File: src/hw/rtl/cpc_ram.sv
// ----------------------------------------------------------------------------
// cpc_ram: generic single write, single read RAM
// One write port, one read port with registered read data.
// ----------------------------------------------------------------------------
module cpc_ram #(
  parameter int WIDTH = 8,
  parameter int DEPTH = 256
) (
  input  logic                     clk,
  input  logic                     we,
  input  logic [$clog2(DEPTH)-1:0] waddr,
  input  logic [WIDTH-1:0]         wdata,
  input  logic                     re,
  input  logic [$clog2(DEPTH)-1:0] raddr,
  output logic [WIDTH-1:0]         rdata
);

  logic [WIDTH-1:0] mem [DEPTH];
  logic [WIDTH-1:0] rdata_r;

  always_ff @(posedge clk) begin
    if (we) begin
      mem[waddr] <= wdata;
    end
    if (re) begin
      rdata_r <= mem[raddr];
    end
  end

  assign rdata = rdata_r;

endmodule

File: config.mk
export PLATFORM = sky130hd
export DESIGN_NAME = cpc_ram
export DESIGN_NICKNAME = d
export VERILOG_FILES = /design/src/hw/rtl/cpc_ram.sv
export SDC_FILE = /design/constraint.sdc
export NUM_CORES = 2
export LEC_CHECK = 0
export BUFFER_PORTS_ARGS = -buffer_cell sky130_fd_sc_hd__buf_4
export CORE_AREA = 2 2 381 533
export CTS_CLUSTER_SIZE = 8
export DETAILED_ROUTE_END_ITERATION = 7
export DIE_AREA = 0 0 383 535
export PLACE_DENSITY = 0.51
export SLEW_MARGIN = 25
export SYNTH_ARGS = -nofsm -noshare
export SYNTH_HDL_FRONTEND = slang
export SYNTH_SLANG_ARGS = --single-unit
File: constraint.sdc
create_clock -name clk -period 5.41 [get_ports clk]
set_input_delay 0.2705 -clock clk [delete_from_list [all_inputs] [get_ports clk]]
set_output_delay 0.2705 -clock clk [all_outputs]
set_load 0.05 [all_outputs]
After elaboration in Yosys (flattened, before gate mapping)

Memories as Yosys holds them, arrays and structs flattened. A register that Yosys moved wholly into a read port is not among the register bits.
Cells that the tools add are included.

Register bits after elaboration: 0
Latch bits: 0
Bits in writable memories: 2,048
ROM bits: 0
Input bits: 27
Output and inout port bits: 8
Logic and storage cells: 3
Memories kept: 1

Add/sub/neg operators: 0
$mul: 0
Divide/modulo/power cells: 0
$lt $le $gt $ge: 0
Equality and inequality tests: 0
Shifts and indexed selects: 0
Muxes and demuxes: 2
Bitwise operators: 0
Reductions and logical operators: 0

Memories:

| memory | depth | bits a word | rd ports | clocked after Yosys merged registers in | wr ports | RTL line | text |
|---|---|---|---|---|---|---|---|
| mem    | 256   | 8           | 1        | 1                                       | 1        | 18       | `logic [WIDTH-1:0] mem [DEPTH];` |

Operators by type and width:

| operator | number |
|---|---|
| $mux W1  | 2 |

Depth between registers and ports, before layout

Word-level depth: 2
Depth in mapped cells: 11

Worst setup path before layout

No wires, ideal clock.

Kind: in2reg
Start: input raddr[0]
End: register rdata_r[2], in the netlist rdata[2], read port of mem, data pin
Library setup time: 0.269 ns
Arrival: 2.078 ns
Required time: 5.141 ns
Slack: 3.063 ns
Stages on the path: 9
Buffers on the path: 4
Cell sequence: buf_6 -> buf_12 -> buf_8 -> buf_2 -> mux4_2 -> a22oi_1 -> a21oi_1 -> nor4_1 -> nor4_2

RTL lines:

| element     | RTL line | text |
|---|---|---|
| from (decl) | 14       | `input logic [$clog2(DEPTH)-1:0] raddr,` |
| to (decl)   | 19       | `logic [WIDTH-1:0] rdata_r;` |

==> run summary <==
min Tclk post-route = 3110 ps
HPWL Detailed = 131,000 µm
gr ovfl total = 0
drt wl/cell = 32.6 µm
Yosys reg bits = 2,056
Post-DRT Antenna Nets = 0
worst reg-to-reg setup slack = 2500 ps
hold wc startpoint = wdata[2]
number of synthesized flops with an enable pin = 2,056
Setup Viol. Count Final = 0
final net count = 3,981
top sig layer = met5
filler instances = 16,675
Vias = 38,279
outcome = finished clean
H-Tree Depth = 5
Yosys Warn Count = 0
pwr dens = 391 nW/µm²
worst r2r path cells = 6
unrepaired setup endpoints after global routing = no
Crit. End Element = flop
CTS sink cnt = 2,056
Cell variety after synth = 54
area grow syn2layout = 14.3%
number of I/O pins = 35
Root Buffer = clkbuf_16
drt first pass iters = 7
Worst EP required = 5930 ps
CTS clk-pin slew, worst paths = 50 ps
Leak = 0.0280 µW
Core Area = 200,000 µm²
row cnt = 194
Peak Freq = 321 MHz
number of remaining DRC errors = 0
Num CTS Buffers = 299
hold path depth = 1
wirelength, routed = 216,000 µm
final hold vios = 0
initial antenna violation count = 11
Met3 Wirelength = 12,400 µm
Port Buf Inserts = 34
Slew @ Worst Pin = 1190 ps
Met1 Routed Length = 85,200 µm
Final Slew Violations = 0
post-CTS sizing = 0
peak supply drop = 236 µV
register area share after synthesis = 77.5%
initial core utilization = 39.9%
Mapped Cells = 3,733
vias in the first global route = 40,124
DRT iter0 DRCs = 3,531
total global-route track usage = 21.0%
Net Count, Synth = 3,760
Worst EP arrival = 3630 ps
total power = 35,600 µW
die outline height = 535 µm
Crit Path Max Fanout = 60
CTS Buffer Depth = 4
post-synthesis async set-or-reset flop share = 0%
Synth Area per Inst = 21.3 µm²
setup TNS = 0 ps
width of the die = 383 µm
CTS tree = built
Rel. slew slack = 20.8%
clk_lat worst skew = 810 ps
Post-Route Utilization = 45.5%
most frequent cells in the layout = edfxtp_1 (2,056), mux4_2 (454), clkbuf_16 (309)
R2R Path Start = mem[96][0]
crit path launch type = primary input
Worst Hold End = mem[202][2]
largest net degree at the start of global routing = 147
first-pass GRT wire length = 305,000 µm
hold crit path type = primary input to flop
reg2reg end = rdata[0]
Setup CP Type = primary input to flop
die area = 205,000 µm²
GP Congestion = 0.791
synthesized cell area = 79,600 µm²
DR WL met2 = 113,000 µm
Synth Flop Type = edfxtp_1
max capacitance violation total = 0
post-route clock period utilization = 57.5%
post-DR vias/cell = 5.78
fraction of layout cells with a size suffix above 1 = 24.0%
most common cell after layout, fill and taps aside = edfxtp_1
Layout Skew = 39.9 ps
==> metrics by stage <==
step | cell area (µm²) | hold WS [ps] | setup slack [ps] | instances
after CTS | 90800 | 18.1 | 2230 | 6612
after global routing | 91000 | 144 | 2190 | 6620
after detailed placement | 82900 | 695 | 1380 | 6288
final | 91000 | 144 | 2300 | 6624
after floorplan | 79600 | 369 | 3060 | 3733
after global placement | 82900 | 701 | 847 | 6287
==> sequential cells by signal (all words and copies together), names as in the netlist <==
name   cells
mem     2048
rdata      8
==> power breakdown <==
| part | switching (µW) | internal (µW) | total [µW] |
|---|---|---|---|
| Combinational | 1090 | 547 | 1640 |
| Clock | 6340 | 9970 | 16300 |
| Sequential | 24.0 | 17600 | 17600 |
==> routing by layer <==
layer / vias to the layer above / global-route usage, %
met5: - / 0
met4: 8 / 5.73
met3: 297 / 3.80
met2: 1195 / 36.8
met1: 20761 / 26.7
li1: 16018 / -
==> cell type report <==
cell class	instances	area (µm²)	share of cell area, %
well taps	2646	3310	3.64
repair buffers	153	1500	1.64
multi-input cells	1442	16600	18.2
flip-flops and latches	2056	61700	67.9
clock inverters	8	114	0.125
diodes	5	12.5	0.0138
clock buffers	312	7740	8.51
inverters	2	7.51	0.00825
==> worst max-delay path, cell delays in order <==
cell      delay (ps)
buf_8            450
buf_4            550
nand3b_1         630
o22ai_1          180
o21ai_0          220
nand3_1          170
nor4_1           660
buf_4            290
nor4_1            60
==> repair_timing <==
item,in CTS,in global routing
endpoints found under the hold margin,108,117
setup buffers,0,0
hold buffers,4,4
==> synthesized netlist by cell type (6+ instances only) <==
master    instances  area (µm²)
edfxtp_1       2056       61700
mux4_2          454       10200
nor2_1          282        1060
mux2i_1         134        1340
a22oi_1         133         998
clkbuf_1        111         417
a21oi_1          96         480
o221ai_1         46         403
nand3_1          34         170
nand2_1          33         124
buf_2            31         155
nor2b_1          31         194
o22ai_1          28         175
buf_4            27         203
nor4_1           24         150
buf_1            22        82.6
nor3_1           22         110
buf_6            21         236
a211oi_1         16         120
a221oi_1         13         114
buf_8            13         195
nand4_1          10        62.6
o211ai_1         10        75.1
o21ai_0          10        50.1
a22o_1            8        70.1
buf_12            8         160
nand2b_1          8        50.1
and2_1            6        37.5
==> how the worst max path moves through the flow <==
stage,from,cells past startpoint,slack (ps),to
global route,raddr[0],8,2190,rdata[0]
floorplan,raddr[0],9,3060,rdata[2]
detailed placement,raddr[0],8,1380,rdata[0]
finish,raddr[1],9,2300,rdata[4]
global placement,raddr[0],8,850,rdata[2]
CTS,raddr[0],8,2230,rdata[0]
==> logic make-up after synthesis <==
logic type	share of synthesized area (%)
AOI/OAI and AO/OA	3.42
buffers and inverters	1.83
DFF	77.5
muxes	14.6
and+or+nand+nor	2.63
(Power assumes the default switching activity.)
