`config.mk`:
```
export PLATFORM = sky130hd
export DESIGN_NAME = cpc_front
export DESIGN_NICKNAME = d
export VERILOG_FILES = /design/src/hw/rtl/cpc_pkg.sv /design/src/hw/rtl/cpc_front.sv
export SDC_FILE = /design/constraint.sdc
export NUM_CORES = 1
export LEC_CHECK = 0
export BUFFER_PORTS_ARGS = -buffer_cell sky130_fd_sc_hd__buf_2
export CAP_MARGIN = 30
export CORE_ASPECT_RATIO = 1.25
export CORE_UTILIZATION = 44
export DETAILED_ROUTE_END_ITERATION = 6
export PLACE_DENSITY = 0.9
export SLEW_MARGIN = 10
export SYNTH_ARGS = -nofsm -noshare
export SYNTH_HDL_FRONTEND = slang
export SYNTH_SLANG_ARGS = --single-unit
```
`constraint.sdc`:
```
create_clock -name vclk -period 6.51
set_input_delay 0.651 -clock vclk [all_inputs]
set_output_delay 0.651 -clock vclk [all_outputs]
set_load 0.01 [all_outputs]
```
`src/hw/rtl/cpc_pkg.sv`:
```
// ----------------------------------------------------------------------------
// cpc_pkg: shared types and constants for the clipped pixel compositor
// Item structs, configuration layout, register indexes and draw modes.
// ----------------------------------------------------------------------------
package cpc_pkg;

  // Framebuffer size limits for clipping
  localparam int MAX_WIDTH  = 1024;
  localparam int MAX_HEIGHT = 1024;
  localparam logic [12:0] X_LIMIT = 13'(MAX_WIDTH);
  localparam logic [12:0] Y_LIMIT = 13'(MAX_HEIGHT);

  localparam logic [7:0] TRANSPARENT_PIXEL = 8'hFF;
  localparam logic [7:0] MAX_COLOR_UNIT    = 8'd31;

  localparam int TABLE_DEPTH = 65536;
  localparam int TABLE_AW    = 16;
  localparam int CFG_DW      = 11;

  typedef enum logic [2:0] {
    REG_WIN_MIN_X   = 3'd0,
    REG_WIN_MIN_Y   = 3'd1,
    REG_WIN_MAX_X   = 3'd2,
    REG_WIN_MAX_Y   = 3'd3,
    REG_SCREEN_W    = 3'd4,
    REG_DRAW_MODE   = 3'd5,
    REG_FILL_COLOR  = 3'd6,
    REG_BLEND_LIMIT = 3'd7
  } cfg_reg_t;

  typedef enum logic [2:0] {
    MODE_COPY       = 3'd0,
    MODE_BLEND      = 3'd1,
    MODE_SHADE      = 3'd2,
    MODE_BLEND_FILL = 3'd3,
    MODE_SOLID_FILL = 3'd4
  } draw_mode_t;

  typedef enum logic {
    CMD_LOAD = 1'b0,
    CMD_DRAW = 1'b1
  } command_t;

  typedef struct packed {
    logic [9:0]  win_min_x;
    logic [9:0]  win_min_y;
    logic [9:0]  win_max_x;
    logic [9:0]  win_max_y;
    logic [10:0] screen_width;
    logic [2:0]  draw_mode;
    logic [7:0]  fill_color;
    logic [8:0]  blend_limit;
  } cfg_t;

  typedef struct packed {
    logic               command;
    logic [15:0]        table_index;
    logic [7:0]         table_value;
    logic signed [11:0] pos_x;
    logic signed [11:0] pos_y;
    logic [7:0]         src_pixel;
    logic [7:0]         dst_pixel;
  } in_item_t;

  typedef struct packed {
    logic        write_enable;
    logic [19:0] address;
    logic [7:0]  pixel_out;
  } out_item_t;

  // Decoded draw item, held between the front and back stages
  typedef struct packed {
    logic       we;
    logic       addr_en;
    logic       use_table;
    logic [7:0] pix_direct;
    logic [9:0] x;
    logic [9:0] y;
  } front_t;

endpackage

```
`src/hw/rtl/cpc_front.sv`:
```
// ----------------------------------------------------------------------------
// cpc_front: clipping, mode decode and blend table address
// Decides visibility, the direct pixel value and whether the table is read.
// ----------------------------------------------------------------------------
module cpc_front
  import cpc_pkg::*;
(
  input  in_item_t              item,
  input  cfg_t                  cfg,
  output front_t                dec,
  output logic                  tbl_rd,
  output logic [TABLE_AW-1:0]   tbl_addr
);

  logic       x_in, y_in, visible;
  logic [7:0] shade_c;
  logic       draw;

  // Negative positions fail every lower bound, so test the sign first
  assign x_in = !item.pos_x[11]
             && ({1'b0, item.pos_x[10:0]} >= {2'b0, cfg.win_min_x})
             && ({1'b0, item.pos_x[10:0]} <= {2'b0, cfg.win_max_x})
             && ({2'b0, item.pos_x[10:0]} <  X_LIMIT);
  assign y_in = !item.pos_y[11]
             && ({1'b0, item.pos_y[10:0]} >= {2'b0, cfg.win_min_y})
             && ({1'b0, item.pos_y[10:0]} <= {2'b0, cfg.win_max_y})
             && ({2'b0, item.pos_y[10:0]} <  Y_LIMIT);

  assign draw    = (item.command == CMD_DRAW);
  assign visible = draw && x_in && y_in;

  // Low sprite values are recolored with the fill color
  assign shade_c = (item.src_pixel <= MAX_COLOR_UNIT) ? cfg.fill_color : item.src_pixel;

  always_comb begin
    dec            = '0;
    dec.x          = item.pos_x[9:0];
    dec.y          = item.pos_y[9:0];
    tbl_addr       = {item.dst_pixel, item.src_pixel};
    if (visible) begin
      dec.addr_en = 1'b1;
      unique case (cfg.draw_mode)
        MODE_COPY: begin
          dec.we         = 1'b1;
          dec.pix_direct = item.src_pixel;
        end
        MODE_BLEND: begin
          dec.we        = 1'b1;
          dec.use_table = 1'b1;
        end
        MODE_SHADE: begin
          if (item.src_pixel != TRANSPARENT_PIXEL) begin
            dec.we = 1'b1;
            if ({1'b0, shade_c} < cfg.blend_limit) begin
              dec.use_table = 1'b1;
              tbl_addr      = {item.dst_pixel, shade_c};
            end else begin
              dec.pix_direct = shade_c;
            end
          end
        end
        MODE_BLEND_FILL: begin
          dec.we        = 1'b1;
          dec.use_table = 1'b1;
          tbl_addr      = {cfg.fill_color, item.dst_pixel};
        end
        MODE_SOLID_FILL: begin
          dec.we         = 1'b1;
          dec.pix_direct = cfg.fill_color;
        end
        default: begin
          dec.we = 1'b0;
        end
      endcase
    end
  end

  assign tbl_rd = dec.use_table;

endmodule

```
; Yosys cells after proc, flatten, opt, wreduce, memory -nomap -nowiden
; Index checks and enable logic that the tools add are counted.
[word_totals]
mem_count = 0
mem_bits_ro = 0
input_bits = 136
mem_bits_rw = 0
elab_cells = 39
latchBits = 0
reg_bits = 0
output_inout_bits = 48
[classes]
n_reduce_logical = 13
order_cmp = 8
addsub = 0
div = 0
mul = 0
eq_ne = 5
shifts = 0
bitwise_logic = 0
muxes = 13
[op_table]
columns = op, count
row1 = 8-bit two-way mux, 4
row2 = 16-bit case mux with 2 select lines, 1
row3 = 8-bit case mux with 3 select lines, 1
row4 = 11-bit by 10-bit >= comparator with 1-bit output, 2
row5 = 11-bit by 10-bit <= comparator with 1-bit output, 2
row6 = "11-bit < comparator, second input constant", 2
row7 = 16-bit two-way mux, 1
row8 = 11-bit two-way mux, 1
row9 = 8-bit by 9-bit < comparator with 1-bit output, 1
row10 = 9-bit two-way mux, 1
row11 = "8-bit by 5-bit <= comparator with 1-bit output, second input constant", 1
row12 = 1-bit logical AND, 8
row13 = "8-bit != test, second input constant", 1
row14 = "3-bit by 2-bit equality test with 1-bit output, second input constant", 2
row15 = 1-bit case mux with 2 select lines, 2
row16 = 4-bit OR reduction, 1
row17 = "3-bit by 1-bit equality test with 1-bit output, second input constant", 1
row18 = "3-bit equality test, second input constant", 1
row19 = 3-bit logical NOT, 1
row20 = 1-bit logical NOT, 2
row21 = 1-bit two-way mux, 2
row22 = 2-bit OR reduction, 1

; Longest topological paths before layout
[depth]
word_depth = 7
mapped_depth = 13
depth_no_buf = 10

; Least setup slack after synthesis
; Ideal clock, no wire load.
[synth_path]
kind = input-to-output
from = in item[13] (netlist bit)
to = out tbl_addr[4]
t_arrival_ps = 3159
path_slack_ps = 2700
path_stages = 12
cell_sequence = buf_4 > nor3_1 > mux2i_1 > inv_1 > ha_1 > nand2_1 > a311oi_2 > o21ai_2 > and2_4 > buf_6 > o311a_1 > mux2_4
[synth_via]
elab_chain_len = 7
[synth_lines]
columns = item, line_no
row1 = "start, declared", cpc_front.sv:8  ; input in_item_t item,
row2 = 8-bit by 5-bit <= comparator with 1-bit output, cpc_front.sv:33  ; assign shade_c = (item.src_pixel <= MAX_COLOR_UNIT) ? cfg.fill_color : item.src_pixel;
row3 = 8-bit two-way mux, cpc_front.sv:33
row4 = 8-bit by 9-bit < comparator with 1-bit output, cpc_front.sv:54  ; if ({1'b0, shade_c} < cfg.blend_limit) begin
row5 = 8-bit two-way mux, cpc_front.sv:54
row6 = 8-bit two-way mux (*), cpc_front.sv:52  ; if (item.src_pixel != TRANSPARENT_PIXEL) begin
row7 = 16-bit case mux with 2 select lines (*), cpc_front.sv:42  ; unique case (cfg.draw_mode)
row8 = 16-bit two-way mux (*), cpc_front.sv:40  ; if (visible) begin
row9 = "end, declared", cpc_front.sv:12  ; output logic [TABLE_AW-1:0] tbl_addr
; Every way passes the cells marked *; elsewhere a longest branch is shown, timed or not.

==> metrics.yaml <==
cp-end-kind: "primary output"
synth-adder-area-share: 0.267
ys_seq_area_frac: 0
peakVddDrop_uv: 33.1
hold_class: "in2out"
initial_core_util: 0.462
antenna_left: 0
drt_wl_total_um: 6460
post_cts_buffers: 0
fin_setup_tns_ns: 0
syn_area_sq_um: 2200
rows: 28
outcome: "finished clean"
synth-xor-area-share: 0
fin_crit_sh: 0.687
final_layout_size_suffix_gt1_frac: 0.392
portBuffers: 149
placed_area_sq_um: 2800
yosysWarnings: 0
antenna_found_initial: 0
place.gp.congestion: 0.933
startpoint_type: "primary input"
wire_per_inst_um: 13.2
core_sq_um: 4760
avgSynthCellArea_sq_um: 7.06
slew_violations: 0
drt_iter0_drc: 141
n_antenna_cell: 0
leakage_nw: 1.65
first_pass_iters: 4
synthSimpleGateAreaFrac: 0.189
final_area_sq_um: 2800
grt_pass1_vias: 2435
synth_top_family_by_area: "adder cells"
hold_path_depth: 2
worstPathCellList: "buf_2 -> nor3_1 -> mux2i_1 -> inv_1 -> ha_1 -> nand2_1 -> a311oi_2 -> o21ai_2 -> a21oi_1 -> a21oi_1 -> nor3_1 -> buf_2"
clock_buffers: 0
hold_viol_final: 0
postCtsHoldBufs: 0
grt.overflow.total: 0
slew_headroom: 0.479
die_area_sq_um: 5290
die_w_um: 65.3
slowest_stage: "nor3_1"
final_nets: 614
pin_count: 184
muxShareOfSynthArea: 0.104
register_area_sq_um: 0
cp.required_ns: 5.86
fin_crit_ns: 4.47
grt_pass1_wl_um: 10300
dieHeight_um: 81.1
grt_util_all_layers: 0.238
rsz0062_at_grt: "no"
vias_per_cell: 5.44
setup_viol: 0
power-per-cell-area_nw_per_um2: 58.7
worst_slew_pin_slew_ns: 0.775
post-route-drc-count: 0
cp_data_arrival_time_ns: 3.82
fmax_mhz: 223
hpwl_um: 5590
syn_nets: 495
area_growth_pct: 27.2
max_cap_viol_count: 0
netlist-cell-type-count: 51
synth_compound_area_frac: 0.251
ctsResizeCount: 0
via_count: 2662
cp.buffers_inverters: 3
slowest_delay_ns: 0.66
crit_type: "in2out"
worstSetupPathDepth: 12
seq_cells: 0
crit_family: "compound AO/OA/AOI/OAI gates"
syn_inst: 312
grt_max_degree: 18
crit_fanout: 10
worst paths after layout:
check	slack [ns]	to	startpoint
max	2.04	dec[27]	item[15]
min	1.50	dec[10]	item[28]
layout by cell type (no fill, tap or decap), drive strengths merged, types with 9 or more instances in the layout:
cell   count
nand2     17
a21oi     24
o21ai     18
buf      149
nor2      15
ha        47
mux2i      9
inv       52
nor3      11
mux2      12
cell families after synthesis:
logic type | Yosys count
AOI/OAI and AO/OA | 82
adders and majority gates | 47
buffers and inverters | 84
muxes | 21
and+or+nand+nor | 78
through the flow:
| stage | setup slack, ns | hold WS [ns] | util | cells | total power [mW] |
|---|---|---|---|---|---|
| floorplan | 2.70 | 1.39 | - | 312 | 0.105 |
| finish | 2.04 | 1.50 | 0.588 | 489 | 0.164 |
| global route | 1.87 | 1.51 | 0.588 | 489 | 0.186 |
| detailed placement | 2.18 | 1.50 | 0.588 | 489 | 0.163 |
| global placement | 2.21 | 1.50 | 0.588 | 489 | 0.156 |
| CTS | 2.16 | 1.50 | 0.588 | 489 | 0.164 |
synthesized netlist by cell type, types with 2 or more instances:
library cell | number | area [sq um]
inv_1 | 52 | 195
ha_1 | 47 | 588
a21oi_1 | 24 | 120
buf_4 | 23 | 173
nand2_1 | 17 | 63.8
o21ai_0 | 17 | 85.1
nor2_1 | 15 | 56.3
mux2_2 | 11 | 124
nor3_1 | 11 | 55.1
mux2i_1 | 9 | 90.1
a21o_1 | 7 | 52.6
nand2b_1 | 6 | 37.5
nand4_1 | 6 | 37.5
o21a_1 | 5 | 37.5
clkbuf_1 | 4 | 15.0
nand3_1 | 4 | 20.0
nand3b_1 | 4 | 30.0
o32ai_1 | 4 | 35.0
a2111oi_0 | 3 | 26.3
a41oi_1 | 3 | 26.3
nor2b_1 | 3 | 18.8
a211oi_1 | 2 | 15.0
a221oi_1 | 2 | 17.5
a31oi_1 | 2 | 12.5
buf_1 | 2 | 7.51
buf_6 | 2 | 22.5
nand4b_1 | 2 | 17.5
or2_2 | 2 | 12.5
where the power goes:
| group | switching, mW | leakage [nW] | internal [mW] |
|---|---|---|---|
| clock network | 0 | 0 | 0 |
| logic | 0.0874 | 1.65 | 0.0770 |
| registers | 0 | 0 | 0 |
routing by layer:
metal,wire length [um],vias up,track usage
met5,0,-,0
met4,153,0,0.0609
met3,405,15,0.00983
met2,3390,130,0.490
met1,2510,1183,0.257
li1,-,1334,-
final cells by class:
| type | count | area [sq um] |
|---|---|---|
| repair buffers | 149 | 746 |
| fillers | 453 | 1960 |
| well taps | 60 | 75.1 |
| multi-input cells | 228 | 1780 |
| inverters | 52 | 195 |
(Power assumes the default switching activity.)
