`config.mk`:
```
export PLATFORM = sky130hd
export DESIGN_NAME = cpc_back
export DESIGN_NICKNAME = d
export VERILOG_FILES = /design/src/hw/rtl/cpc_pkg.sv /design/src/hw/rtl/cpc_back.sv
export SDC_FILE = /design/constraint.sdc
export NUM_CORES = 1
export LEC_CHECK = 0
export BUFFER_PORTS_ARGS = -buffer_cell sky130_fd_sc_hd__buf_2
export CELL_PAD_IN_SITES_DETAIL_PLACEMENT = 1
export CELL_PAD_IN_SITES_GLOBAL_PLACEMENT = 1
export CORE_ASPECT_RATIO = 0.8
export CORE_MARGIN = 8
export CORE_UTILIZATION = 48
export DETAILED_ROUTE_END_ITERATION = 16
export PLACE_DENSITY_LB_ADDON = 0.15
export SYNTH_ARGS = -nofsm -noshare
export SYNTH_HDL_FRONTEND = slang
export SYNTH_SLANG_ARGS = --single-unit
export TNS_END_PERCENT = 20
```
`constraint.sdc`:
```
create_clock -name vclk -period 8.95
set_clock_uncertainty 0.05 [all_clocks]
set_input_delay 0.4475 -clock vclk [all_inputs]
set_output_delay 0.4475 -clock vclk [all_outputs]
set_load 0.02 [all_outputs]
```
`src/hw/rtl/cpc_pkg.sv`:
```
// ----------------------------------------------------------------------------
// cpc_pkg: shared types and constants for the clipped pixel compositor
// Item structs, configuration layout, register indexes and draw modes.
// ----------------------------------------------------------------------------
package cpc_pkg;

  // Framebuffer size limits for clipping
  localparam int MAX_WIDTH  = 1024;
  localparam int MAX_HEIGHT = 1024;
  localparam logic [12:0] X_LIMIT = 13'(MAX_WIDTH);
  localparam logic [12:0] Y_LIMIT = 13'(MAX_HEIGHT);

  localparam logic [7:0] TRANSPARENT_PIXEL = 8'hFF;
  localparam logic [7:0] MAX_COLOR_UNIT    = 8'd31;

  localparam int TABLE_DEPTH = 65536;
  localparam int TABLE_AW    = 16;
  localparam int CFG_DW      = 11;

  typedef enum logic [2:0] {
    REG_WIN_MIN_X   = 3'd0,
    REG_WIN_MIN_Y   = 3'd1,
    REG_WIN_MAX_X   = 3'd2,
    REG_WIN_MAX_Y   = 3'd3,
    REG_SCREEN_W    = 3'd4,
    REG_DRAW_MODE   = 3'd5,
    REG_FILL_COLOR  = 3'd6,
    REG_BLEND_LIMIT = 3'd7
  } cfg_reg_t;

  typedef enum logic [2:0] {
    MODE_COPY       = 3'd0,
    MODE_BLEND      = 3'd1,
    MODE_SHADE      = 3'd2,
    MODE_BLEND_FILL = 3'd3,
    MODE_SOLID_FILL = 3'd4
  } draw_mode_t;

  typedef enum logic {
    CMD_LOAD = 1'b0,
    CMD_DRAW = 1'b1
  } command_t;

  typedef struct packed {
    logic [9:0]  win_min_x;
    logic [9:0]  win_min_y;
    logic [9:0]  win_max_x;
    logic [9:0]  win_max_y;
    logic [10:0] screen_width;
    logic [2:0]  draw_mode;
    logic [7:0]  fill_color;
    logic [8:0]  blend_limit;
  } cfg_t;

  typedef struct packed {
    logic               command;
    logic [15:0]        table_index;
    logic [7:0]         table_value;
    logic signed [11:0] pos_x;
    logic signed [11:0] pos_y;
    logic [7:0]         src_pixel;
    logic [7:0]         dst_pixel;
  } in_item_t;

  typedef struct packed {
    logic        write_enable;
    logic [19:0] address;
    logic [7:0]  pixel_out;
  } out_item_t;

  // Decoded draw item, held between the front and back stages
  typedef struct packed {
    logic       we;
    logic       addr_en;
    logic       use_table;
    logic [7:0] pix_direct;
    logic [9:0] x;
    logic [9:0] y;
  } front_t;

endpackage

```
`src/hw/rtl/cpc_back.sv`:
```
// ----------------------------------------------------------------------------
// cpc_back: address generation and final pixel select
// Address is row times screen width plus column, wrapped to 20 bits.
// ----------------------------------------------------------------------------
module cpc_back
  import cpc_pkg::*;
(
  input  front_t      dec,
  input  logic [7:0]  tbl_data,
  input  logic [10:0] screen_width,
  output out_item_t   result
);

  logic [20:0] row_base;
  logic [19:0] addr;

  assign row_base = {11'b0, dec.y} * {10'b0, screen_width};
  assign addr     = row_base[19:0] + {10'b0, dec.x};

  always_comb begin
    result.write_enable = dec.we;
    result.address      = dec.addr_en ? addr : 20'd0;
    result.pixel_out    = dec.use_table ? tbl_data : dec.pix_direct;
  end

endmodule

```
Yosys cells after proc, flatten, opt, wreduce, memory -nomap -nowiden

Cells that the tools add are included.
Widths: inputs -> output; s select.

Flip-flop bits (word level): 0
Latch bits: 0
Bits in writable memories: 0
Memory bits (read-only): 0
Word-level logic and storage cells: 4
Memories kept: 0

Add/subtract/negate cells: 1
Multipliers: 1
Div/mod/pow operators: 0
Order comparisons: 0
Eq/ne operators: 0
Shift operators: 0
Mux-type cells: 2
Bitwise logic cells: 0
Reductions and logical operators: 0

Operators by type and width:

| kind           | number |
|---|---|
| $add 20x10->20 | 1 |
| $mul 10x11->20 | 1 |
| $mux 20        | 1 |
| $mux 8         | 1 |

Depth between registers and ports, before layout

Gate-level depths: netlist of the first run.

Depth after elaboration: 3
Depth in mapped cells: 20
Depth with buffers taken out: 18

Least setup slack after synthesis of the first run

Ideal clock, no wire load.

Kind: input to output
Start point: input port dec[1] (netlist name)
End point: output port result[27] (netlist name)
Data arrival time: 5284 ps
Slack: 3168 ps
Stages: 20
Path through: clkbuf_1 -> nand2_1 -> fa_1 -> inv_1 -> fa_1 -> inv_1 -> fa_1 -> inv_1 -> fa_1 -> inv_1 -> fa_1 -> inv_1 -> ha_1 -> buf_6 -> a2111oi_2 -> o21ai_0 -> a21oi_2 -> o21ai_2 -> a221oi_2 -> mux2_1

RTL lines:

| what               | line           | source |
|---|---|---|
| start: declaration | cpc_back.sv:8  | `input front_t dec,` |
| end: declaration   | cpc_back.sv:11 | `output out_item_t result` |

==> flow_summary_export.csv, run 1 <==
group,metric,value,unit
sta,slew-limit-headroom,67.9,%
worst_setup_path,worstPathMaxFanout,10,
clock_network,post_cts_buffers,0,
sta,hold_viol_final,0,
sta,rsz0062_at_grt,"false",
synth,synth_top_area_share,37.1,%
run_status,status,"finished, final reports clean",
min_path,min_path_type,"input port to primary output",
grt,grt_first_pass_wirelength,21300,µm
power_and_ir_drop,ir_drop,0.501,mV
synth,ys_seq_area_share,0,%
placed_design,port_buffers,77,
power_and_ir_drop,p_sw,0.00104,W
route,drt_iter0_drc,138,
floorplan,io_pins,79,
sta,fin_tns_setup,0,ns
power_and_ir_drop,cellLeakagePower,2.57,nW
grt,antenna_found_initial,0,
layout,diodes,0,
power_and_ir_drop,p_seq_share,0,%
power_and_ir_drop,power.share.combinational,100.0,%
route,first_pass_iters,4,
power_and_ir_drop,internal-power,0.000632,W
sta,fin_crit_sh,68.7,%
sta,setup_viol,0,
floorplan,initial_core_util,49.8,%
floorplan,die_w,121,µm
clock_network,cts.repair.resized,0,
synth,syn_area,4260,µm²
synth,synth.distinct_cells,42,
power_and_ir_drop,p_clk_share,0,%
synth,syn_avg_cell_area,8.22,µm²
synth,yosys.area.top_type,"fa_1",
route,routed_via_density,5.29,
layout,drive_above_1_share,15.7,%
floorplan,die_y,100,µm
placed_design,gp_congestion,0.825,
floorplan,dieArea,12200,µm²
clock_network,cts_hold_buf,0,
grt,grt_max_degree,17,
synth,synth_nets,705,
route,vias,3585,
route,drc,0,
synth,syn_inst,519,
layout,final.clkbuf_count,0,
grt,overflow,0,
worst_setup_path,endpoint_kind,"primary output",
worst_setup_path,cp.arrival,5.65,ns
synth,synth.area.top_cells,"fa_1, ha_1, inv_1",
placed_design,dp_hpwl,11000,µm
route,wl_per_cell,18.3,µm
route,postRouteWirelength,12400,µm
layout,nets,754,
synth,synth_warnings,0,
grt,grt_util_all_layers,21.4,%
worst_setup_path,criticalPathCategory,"input port to primary output",
power_and_ir_drop,power.density,358,nW/µm²
floorplan,rows,30,
layout,seq_cell_count,0,
floorplan,fp.coreArea,8560,µm²
flow_run,cap_viol_max_count,0,
layout,final_util,54.5,%
layout,area_growth,9.39,%
power_and_ir_drop,swShare,62.1,%
sta,fmax,0.163,GHz
sta,maxSlewViolCount,0,
sta,worst_slew_pin_slew,0.481,ns
layout,seq_area,0,µm²
worst_setup_path,worstPathRequired,8.45,ns
sta,finalCriticalPeriod,6.15,ns
worst_setup_path,cp-start-kind,"input port",
grt,grt_pass1_vias,4173,
route,ant_nets,0,
-- worst paths after layout --
path / from / to / slack, ns / cells past startpoint
max: screen_width[7] / result[27] / 2.80 / 20
min: dec[30] / result[28] / 0.85 / 0
-- stage by stage --
stage	hold slack, ns	setup slack, ns	area (µm²)	power [W]	std cells
floorplan	0.958	3.17	4260	0.00122	519
global placement	0.845	2.94	4660	0.00159	678
detailed placement	0.845	2.85	4660	0.00165	678
CTS	0.845	2.80	4660	0.00167	678
global route	0.845	2.56	4660	0.00186	678
finish	0.845	2.80	4660	0.00167	678
-- power by group through the flow --
stage / registers [W] / clock network (W) / logic [W]
after CTS: 0 / 0 / 0.00167
after floorplan: 0 / 0 / 0.00122
after global routing: 0 / 0 / 0.00186
final: 0 / 0 / 0.00167
after global placement: 0 / 0 / 0.00159
after detailed placement: 0 / 0 / 0.00165
-- cells by family (layout without fill, tap and decap cells) --
kind of cell	count (synthesis)	count (layout)	synth area share, %
AOI/OAI and AO/OA	47	47	7.80
xor gates and xnor gates	14	14	2.88
adders and majority gates	136	136	53.8
buffers and inverters	137	184	12.4
muxes	10	10	2.61
and+or+nand+nor	175	175	20.5
-- cells in the final DEF (no fill, tap or decap), drive strengths merged, types with 4 or more instances in the layout --
master    n
a21oi    12
inv     107
mux2      9
a211oi    4
and2     61
a21o      8
nand3     7
nand4     6
nor2     24
xor2      6
fa       79
nor3      5
xnor2     8
nand2    63
buf      77
o21ai     8
ha       57
-- layout make-up --
class	instances	area [µm²]
multi-input combinational	382	3740
tap	112	140
timing repair buffer	77	385
fill	1077	3890
inverter	107	402
-- synthesized netlist by cell type (2+ instances only) --
master	n
a31oi_1	2
o21bai_1	2
clkbuf_1	27
nor3_1	5
and2_1	61
inv_1	107
fa_1	79
nor2b_1	2
nand3b_1	2
a21oi_1	11
xnor2_1	8
xor2_1	6
o21ai_0	7
nor2_1	24
o211ai_1	2
ha_1	57
mux2_2	8
and4_1	2
nand2_1	63
nand3_1	7
nand4_1	6
a21o_1	8
a211oi_1	4
-- worst max-delay path, stage by stage --
cell	delay, ns
buf_2	0.21
nand2_1	0.11
fa_1	0.57
inv_1	0.06
fa_1	0.51
inv_1	0.06
fa_1	0.53
inv_1	0.05
fa_1	0.50
inv_1	0.05
fa_1	0.49
inv_1	0.05
ha_1	0.41
a2111oi_2	0.34
o21ai_0	0.20
a21oi_2	0.24
o21ai_2	0.10
a221oi_2	0.24
mux2_1	0.34
buf_2	0.16
-- layer usage --
metal	track usage, %	part of all wire, %	vias up
met2	35.7	47	84
met1	29.4	47	1797
met4	2.27	0.91	0
met3	3.31	4.8	10
li1	-	-	1694
met5	0	0	-
No activity file was read; power rests on OpenSTA's default activity.
==> run 2, diff against run 1 <==
- ABC_AREA: not set -> 1
- CORE_UTILIZATION: 48 -> 39
- clock period: 8.95 -> 5 ns (I/O delays scaled with it)
==> flow_summary_export.csv, run 2 <==
group,metric,value,unit
sta,whs,0.450,ns
sta,maxSlewViolCount,0,
layout,nets,895,
synth,synth_fa_ha_area_share,51.5,%
worst_setup_path,crit_start,"dec[3]",
route,vias,3983,
synth,yosys.area_share.simple,23.0,%
worst_setup_path,criticalPathCategory,"input port to primary output",
placed_design,dpl_worst_slack,-0.00125,ns
grt,grt_max_degree,16,
power_and_ir_drop,internal-power,0.00125,W
floorplan,die_w,136,µm
worst_setup_path,cp.arrival,4.51,ns
route,drt_iter0_drc,145,
sta,hold_viol_final,0,
floorplan,io_pins,79,
worst_setup_path,cp-start-kind,"input port",
power_and_ir_drop,ir_drop,0.451,mV
synth,syn_inst,638,
worst_setup_path,crit_buf_inv,6,
sta,setup_viol,0,
synth,synth_warnings,0,
route,wl_per_cell,15.1,µm
placed_design,post_dp_cell_area,5040,µm²
worst_setup_path,worstPathMaxFanout,8,
sta,fmax,0.208,GHz
placed_design,gp_congestion,0.827,
min_path,min_path_type,"input port to primary output",
layout,final_area,5180,µm²
worst_setup_path,cp_num_cells,21,
grt,antenna_found_initial,0,
layout,seq_area,0,µm²
sta,worst_slew_pin_slew,0.283,ns
layout,drive_above_1_share,21.4,%
synth,ys_top_cells_by_count,"inv_1, nand2_1, fa_1",
route,first_pass_iters,4,
power_and_ir_drop,power.density,642,nW/µm²
floorplan,initial_core_util,39.3,%
power_and_ir_drop,p_clk_share,0,%
grt,busiest_layer,"met2",
synth,yosysMostFrequentCell,"inv_1",
synth,synth_top_area_share,35.5,%
sta,slew-limit-headroom,81.1,%
route,ant_nets,0,
power_and_ir_drop,cellLeakagePower,3.31,nW
synth,synth.area.top_cells,"fa_1, ha_1, inv_1",
grt,grt_pass1_vias,4500,
grt,grt_util_all_layers,17.7,%
power_and_ir_drop,p_sw,0.00208,W
synth,synth-xor-area-share,1.18,%
worst_setup_path,path_cells,"clkbuf_4, buf_4, nand2_1, fa_1, inv_1, fa_1, fa_1, fa_1, inv_1, fa_1, inv_1, ha_2, nand2_4, nor2_4, nand3_2, nand3_2, nand2_2, nand3_2, nand2_1, nor2_1, buf_2",
flow_run,cap_viol_max_count,0,
grt,grt_first_pass_wirelength,22300,µm
run_status,status,"finished, final reports clean",
route,routed_via_density,4.66,
clock_network,cts_hold_buf,0,
synth,synth_top_family_by_area,"adder cells",
power_and_ir_drop,p_seq_share,0,%
floorplan,fp.coreArea,11300,µm²
synth,muxShareOfSynthArea,2.02,%
floorplan,die_y,112,µm
synth,yosys.area.top_type,"fa_1",
layout,area_growth,16.2,%
layout,seq_cell_count,0,
worst_setup_path,cpPeakStageDelay,0.56,ns
worst_setup_path,critPathSlowestCell,"fa_1",
layout,final_common_cell,"inv_1",
floorplan,rows,35,
synth,ys_seq_area_share,0,%
worst_setup_path,critical-path-top-delay-family,"adder cells",
worst_setup_path,endpoint_kind,"primary output",
layout,final_util,45.7,%
worst_setup_path,worstPathRequired,4.70,ns
layout,final.clkbuf_count,0,
min_path,min-delay-start,"dec[30]",
synth,syn_avg_cell_area,6.99,µm²
grt,gr-usage-met2,29.0,%
route,drc,0,
floorplan,dieArea,15100,µm²
power_and_ir_drop,power.share.combinational,100.0,%
sta,fin_crit_sh,96.2,%
synth,synth.distinct_cells,26,
worst_setup_path,crit_top_cell,"fa_1",
power_and_ir_drop,swShare,62.4,%
sta,setup_ws,0.189,ns
sta,finalCriticalPeriod,4.81,ns
synth,syn_area,4460,µm²
placed_design,port_buffers,77,
min_path,holdPathEnd,"result[28]",
grt,overflow,0,
grt,use_met1,26.2,%
synth,synth_compound_area_share,3.68,%
grt,met3_usage,0.990,%
route,postRouteWirelength,12900,µm
layout,final_cell_mix,"inv_1, nand2_1, fa_1, buf_2, ha_1",
placed_design,dp_hpwl,12000,µm
min_path,hold_path_depth,0,
layout,diodes,0,
synth,synth_nets,824,
[run 2: changes by cell type after synthesis, moves of 4 or more]
cell | before | now
nand2_2 | 0 | 12
xor2_1 | 6 | 0
nand3_2 | 0 | 7
nand2_1 | 63 | 176
clkbuf_1 | 27 | 21
and2_1 | 61 | 1
nand4_1 | 6 | 0
nor2_1 | 24 | 29
nor3_1 | 5 | 1
a21o_1 | 8 | 1
a21oi_1 | 11 | 19
a211oi_1 | 4 | 0
inv_2 | 0 | 4
inv_1 | 107 | 189
[run 2: cell families (layout without fill, tap and decap cells)]
family,Yosys count,in the layout
adder cells (fa/ha/maj),136,136
buffers and inverters,217,286
AND/OR/NAND/NOR,241,241
multiplexers,8,8
XOR/XNOR,6,6
AO/OA/AOI/OAI,30,30
[run 2: repair_timing]
action | CTS | global route
resized for setup | 1 | 40
setup endpoints to repair | 1 | 11
gates cloned | 0 | 0
pin swaps | 0 | 7
buffers inserted | 0 | 1
[run 2: area by class of cell]
cell class	count	area, µm²
tap	148	185
timing repair buffer	93	544
inverter	193	724
multi-input combinational	421	3730
fill	1518	6160
[run 2: through the flow]
step	setup TNS (ns)	total power, W	cells
after detailed placement	-0.00125	0.00301	854
after global routing	-0.0107	0.00372	855
final	0	0.00333	855
after global placement	0	0.00295	854
after floorplan	0	0.00220	638
after CTS	0	0.00303	854
[run 2: power groups by stage]
| stage | sequential (W) | clock (W) | combinational [W] |
|---|---|---|---|
| 2_1_floorplan | 0 | 0 | 0.00220 |
| 3_3_place_gp | 0 | 0 | 0.00295 |
| 3_5_place_dp | 0 | 0 | 0.00301 |
| 4_1_cts | 0 | 0 | 0.00303 |
| 5_1_grt | 0 | 0 | 0.00372 |
| 6_report | 0 | 0 | 0.00333 |
[run 2: per-layer routing]
layer	up-vias	wire length, µm
met5	-	0
met4	0	45
met3	6	410
met2	48	6060
met1	1970	6360
li1	1959	-
[run 2: worst max-delay path by stage]
| stage | to | slack [ns] |
|---|---|---|
| floorplan | result[22] | 0.23 |
| global placement | result[19] | 0.12 |
| detailed placement | result[25] | -0.001 |
| CTS | result[25] | 0.02 |
| global route | result[26] | -0.009 |
| finish | result[27] | 0.19 |
